<file path="src/rtl/mcht_pkg.sv">
`timescale 1ns / 1ps

package mcht_pkg;

  localparam int KEY_W    = 31;
  localparam int CMD_W    = 1;
  localparam int STATUS_W = 2;
  localparam int POS_W    = 4;
  localparam int POS_MAX  = 15;

  // The key is reduced four bits at a time, most significant digit first.
  localparam int DIGIT_W  = 4;
  localparam int DIGITS   = 8;
  localparam int DIG_W    = 3;
  localparam int SHIFT_W  = DIGIT_W * DIGITS;

  localparam int PC_W     = 4;

  localparam logic [CMD_W-1:0] CMD_INSERT = 1'b0;
  localparam logic [CMD_W-1:0] CMD_FIND   = 1'b1;

  localparam logic [STATUS_W-1:0] ST_INSERTED = 2'd0;
  localparam logic [STATUS_W-1:0] ST_FULL     = 2'd1;
  localparam logic [STATUS_W-1:0] ST_FOUND    = 2'd2;
  localparam logic [STATUS_W-1:0] ST_MISSING  = 2'd3;

  // Datapath micro-operations.
  typedef enum logic [3:0] {
    OP_NONE,
    OP_LOAD,
    OP_MOD,
    OP_FILL_RD,
    OP_FILL_LAT,
    OP_WRITE,
    OP_SET_FULL,
    OP_SCAN_START,
    OP_SCAN,
    OP_SET_SCAN,
    OP_EMIT
  } dp_op_t;

  // Branch conditions of the sequencer.
  typedef enum logic [3:0] {
    C_NEVER,
    C_ALWAYS,
    C_NO_INPUT,
    C_DIGIT_MORE,
    C_FIND,
    C_FULL,
    C_EMPTY,
    C_SCAN_MORE,
    C_OUT_BUSY
  } br_cond_t;

  typedef struct packed {
    dp_op_t          op;
    br_cond_t        cond;
    logic [PC_W-1:0] target;
  } ctl_word_t;

  typedef struct packed {
    logic in_valid;
    logic out_free;
    logic digit_more;
    logic is_find;
    logic full;
    logic empty;
    logic scan_more;
  } dp_flags_t;

endpackage

</file>
<file path="src/rtl/mcht_seq.sv">
`timescale 1ns / 1ps

module mcht_seq
  import mcht_pkg::*;
(
  input  logic      clk,
  input  logic      rst_n,
  input  dp_flags_t flags,
  output dp_op_t    op
);

  localparam logic [PC_W-1:0] S_IDLE     = 4'd0;
  localparam logic [PC_W-1:0] S_MOD      = 4'd1;
  localparam logic [PC_W-1:0] S_FILL_RD  = 4'd2;
  localparam logic [PC_W-1:0] S_FILL_LAT = 4'd3;
  localparam logic [PC_W-1:0] S_INS      = 4'd4;
  localparam logic [PC_W-1:0] S_WRITE    = 4'd5;
  localparam logic [PC_W-1:0] S_FULL     = 4'd6;
  localparam logic [PC_W-1:0] S_SCAN0    = 4'd7;
  localparam logic [PC_W-1:0] S_SCAN     = 4'd8;
  localparam logic [PC_W-1:0] S_SCAN_END = 4'd9;
  localparam logic [PC_W-1:0] S_OUT      = 4'd10;
  localparam logic [PC_W-1:0] S_BACK     = 4'd11;

  logic [PC_W-1:0] pc_r;
  logic [PC_W-1:0] pc_nxt;
  ctl_word_t       cw;
  logic            take;

  // Microprogram: one control word per step.
  always_comb begin
    case (pc_r)
      S_IDLE:     cw = '{OP_LOAD,       C_NO_INPUT,   S_IDLE};
      S_MOD:      cw = '{OP_MOD,        C_DIGIT_MORE, S_MOD};
      S_FILL_RD:  cw = '{OP_FILL_RD,    C_NEVER,      S_IDLE};
      S_FILL_LAT: cw = '{OP_FILL_LAT,   C_FIND,       S_SCAN0};
      S_INS:      cw = '{OP_NONE,       C_FULL,       S_FULL};
      S_WRITE:    cw = '{OP_WRITE,      C_ALWAYS,     S_OUT};
      S_FULL:     cw = '{OP_SET_FULL,   C_ALWAYS,     S_OUT};
      S_SCAN0:    cw = '{OP_SCAN_START, C_EMPTY,      S_SCAN_END};
      S_SCAN:     cw = '{OP_SCAN,       C_SCAN_MORE,  S_SCAN};
      S_SCAN_END: cw = '{OP_SET_SCAN,   C_ALWAYS,     S_OUT};
      S_OUT:      cw = '{OP_EMIT,       C_OUT_BUSY,   S_OUT};
      S_BACK:     cw = '{OP_NONE,       C_ALWAYS,     S_IDLE};
      default:    cw = '{OP_NONE,       C_ALWAYS,     S_IDLE};
    endcase
  end

  always_comb begin
    case (cw.cond)
      C_NEVER:      take = 1'b0;
      C_ALWAYS:     take = 1'b1;
      C_NO_INPUT:   take = !flags.in_valid;
      C_DIGIT_MORE: take = flags.digit_more;
      C_FIND:       take = flags.is_find;
      C_FULL:       take = flags.full;
      C_EMPTY:      take = flags.empty;
      C_SCAN_MORE:  take = flags.scan_more;
      C_OUT_BUSY:   take = !flags.out_free;
      default:      take = 1'b0;
    endcase
    pc_nxt = take ? cw.target : pc_r + 1'b1;
  end

  always_ff @(posedge clk) begin
    if (!rst_n) begin
      pc_r <= S_IDLE;
    end else begin
      pc_r <= pc_nxt;
    end
  end

  assign op = cw.op;

endmodule

</file>
<file path="config.mk">
export PLATFORM = sky130hd
export DESIGN_NAME = mcht_seq
export DESIGN_NICKNAME = d
export VERILOG_FILES = /design/src/rtl/mcht_pkg.sv /design/src/rtl/mcht_seq.sv
export SDC_FILE = /design/constraint.sdc
export NUM_CORES = 1
export LEC_CHECK = 0
export BUFFER_PORTS_ARGS = -buffer_cell sky130_fd_sc_hd__buf_2
export CELL_PAD_IN_SITES_DETAIL_PLACEMENT = 1
export CELL_PAD_IN_SITES_GLOBAL_PLACEMENT = 2
export CORE_UTILIZATION = 34
export CTS_CLUSTER_DIAMETER = 150
export CTS_CLUSTER_SIZE = 14
export DETAILED_ROUTE_END_ITERATION = 8
export PLACE_DENSITY_LB_ADDON = 0.1
export SLEW_MARGIN = 20
export SYNTH_ARGS = -nofsm -noshare
export SYNTH_HDL_FRONTEND = slang
export SYNTH_SLANG_ARGS = --single-unit
</file>
<file path="constraint.sdc">
create_clock -name clk -period 2.63 [get_ports clk]
set_input_delay 0.1315 -clock clk [delete_from_list [all_inputs] [get_ports clk]]
set_output_delay 0.1315 -clock clk [all_outputs]
set_load 0.01 [all_outputs]
</file>
==> metrics.md <==
| Metric | Value |
|---|---|
| Status | finished with violations |
| Failing checks | DRC |
| Pre-antenna DRT Iters | 6 |
| Min Tclk post-route | between 2000 and 2500 ps |
| Largest net degree at the start of global routing | 17 |
| Sequential share of the synthesized area | 0.315 |
| CP cell instances | o21a_1 > o22a_1 > o31ai_4 > mux2i_1 > nor2b_1 > ha_1 > a2111oi_4 > or2_1 |
| Initial antenna violation count | 0 |
| Slew Limit Fails | 0 |
| Final WL | 2270 um |
| Total grt overflow | 0 |
| Fin area | around 1100 um2 |
| Required @ worst endpoint | roughly 2900 ps |
| Total Routing Usage GR | 0.151 |
| Layout cells sized above 1 | 0.210 |
| TritonCTS clock tree | done |
| Commonest non-fill, non-tap cells in the layout | dfxtp_1, nand2_1, buf_2 |
| Worst Skew | 4.27 ps |
| Yosys cell types | 40 |
| Die extent in y | 56.7 um |
| Horiz. Die Dim | 56.7 um |
| Max_cap viols | 0 |
| Ys Warns | 0 |
| Fin. Hold Viols | 0 |
| Root Buffer | clkbuf_4 |
| Flop2flop setup slack | 170 ps |
| Row Count | 19 |
| Final worst path period share | 0.936 |
| Actual slew at the worst max-slew pin | roughly 410 ps |
| CTS max path bufs | 2 |
| Slowest cell on the critical path | dfxtp_1 |
| Highest Clock Rate | 0.406 GHz |
| Post-synth ARST share | 0 |
| Setup-failing EPs final | 0 |
| Fin Setup TNS | 0 ps |
| Drt drc | 4 |
| Vias/cell | 5.17 |
| First-pass GRT wire length | 3620 um |
| Hold crit path type | primary input to flip-flop |
| Vias post-DR | 801 |
| Iteration-0 DRC Markers | 20 |
| Largest family of logic cells by synthesized area | compound AO/OA/AOI/OAI gates |
| Post-synth EDFFs | 0 |
| Worst Path Arrival | roughly 2700 ps |
| Compound-Gate Fraction of Synth Area | 0.188 |
| Simple-gate portion of the synthesized area | 0.169 |
| Crit-path max FO | 6 |
| CP top delay family | compound AO/OA/AOI/OAI gates |
| Mapped cell area | around 1000 um2 |
| Fillers | around 340 |
| PwrDens | 1020 nW/um2 |
| Clk sinks | 16 |
| Worst skew pair latency | roughly 290 ps |
| Layout net count | approximately 140 |
| WS Path Type | flip-flop to flip-flop |
| CP bufs+invs | 0 |
| Area grow syn2layout | 12.9% |
| Post-synthesis register bit count | 16 |
| Leak | 0.506 nW |
| Xor/xnor cell area share of the yosys netlist | 0.0344 |
| GP Congestion | 0.854 |
| Slew margin rel. | 0.723 |
| Mux cell area share after synthesis | 0.118 |
| DP HPWL | 1800 um |
| Die area | 3210 um2 |
| Top Ports | 13 |
| Top_reg_cell synth | dfxtp_1 |
| Synth Instances | 111 |
| Post-synthesis average cell area | 9.16 um2 |
| Vias in the first global route | around 770 |
| Commonest non-fill, non-tap cell in the layout | dfxtp_1 |
| Worst VDD drop | between 0.0004 and 0.0005 V |
| Placed inst area | between 1000 and 1500 um2 |
| Element type at the critical path end | flip-flop |
| CP peak stage delay | approximately 370 ps |
| Mapped Nets | 128 |
| Synth Area in Adders | 0.0984 |
| Post-route ant nets | 0 |
| Diode count | 0 |
| Core ar. | 2810 um2 |
| Post CTS Setup Buffer Count | 0 |
| RSZ-0062 raised after global routing | no |
| Routed len/inst | 14.7 um |
| Num CTS Buffers | 3 |
| Initial Util | 0.363 |
| Worst setup SP type | flip-flop |
| H-tree Lvls | 1 |
| Clk pin slew, worst setup/hold paths | approximately 90 ps |
| Port-buffer cells | 12 |
==> final cells by class <==
class	count	area, um2	share of cell area
Multi-Input combinational cell	80	633	0.551
Sequential cell	16	320	0.279
Timing Repair Buffer	16	90.1	0.0784
Tap cell	31	38.8	0.0338
Clock buffer	4	36.3	0.0316
Inverter	8	30.0	0.0261
==> where the power goes <==
part	internal, W	switching (W)	leakage, nW	total (W)
Clock	0.0000844	0.0000789	0.0210	0.000163
Combinational	0.000306	0.000312	0.354	0.000618
Sequential	0.000318	0.0000731	0.131	0.000391
Total	0.000708	0.000464	0.506	0.00117
==> metal layers <==
| layer | global-route usage | part of all wire | vias up |
|---|---|---|---|
| li1 | - | - | 412 |
| met1 | 0.181 | 0.48 | 373 |
| met2 | 0.253 | 0.47 | 11 |
| met3 | 0.0507 | 0.035 | 5 |
| met4 | 0.0429 | 0.012 | 0 |
| met5 | 0 | 0 | - |
==> worst register-to-register path: cells and delay by family (launching register included) <==
| family | cells | cell delay [ps] |
|---|---|---|
| adder cells (fa/ha/maj) | 1 | 350 |
| AO/OA/AOI/OAI | 4 | 1080 |
| flip-flops | 1 | 370 |
| multiplexers | 1 | 160 |
| AND/OR/NAND/NOR | 2 | 470 |
==> through the flow <==
step / std cells / util / setup WS (ps) / total power [W] / hold WS (ps)
floorplan: 111 / - / 253 / 0.000880 / 311
global placement: 151 / 0.391 / 125 / 0.000997 / 520
detailed placement: 151 / 0.391 / 54.6 / 0.00100 / 512
CTS: 155 / 0.404 / 29.7 / 0.00116 / 229
global route: 155 / 0.409 / 1.07 / 0.00126 / 238
finish: 155 / 0.409 / 169 / 0.00117 / 233
==> sequential cells by signal (all words and copies together) (netlist names) <==
name / count
pc_r: 4
cw: 12
==> cells in the mapped netlist, drive strengths merged, types with 3 or more instances <==
cell,n,area [um2]
buf,5,41.3
ha,8,100
mux2i,9,93.8
dfxtp,16,320
inv,8,30.0
o22ai,3,18.8
nand2b,4,25.0
xnor2,3,26.3
nor2b,4,25.0
nand2,12,45.0
o21ai,3,15.0
a21oi,6,30.0
==> cells by family (layout without fill, tap and decap cells) <==
kind of cell               Yosys count  in the layout
and+or+nand+nor                     33             33
buffers and inverters               15             28
xor gates and xnor gates             4              4
DFF                                 16             16
AOI/OAI and AO/OA                   24             24
muxes                               11             11
adders and majority gates            8              8
==> repair_timing <==
action                     in CTS  in global routing
setup endpoints to repair       0                  6
resized for setup               0                  2
hold buffers                    0                  0
==> worst paths after layout <==
| path | startpoint | end | cells after the start |
|---|---|---|---|
| setup / recovery | cw[6]$_DFF_P_ | cw[9]$_DFF_P_ | 8 |
| hold / removal | rst_n | pc_r[0]$_SDFF_PN0_ | 3 |
| setup reg to reg | cw[6]$_DFF_P_ | cw[9]$_DFF_P_ | 8 |
| hold reg to reg | cw[0]$_SDFF_PP0_ | pc_r[0]$_SDFF_PN0_ | 2 |
(Power assumes the default switching activity.)
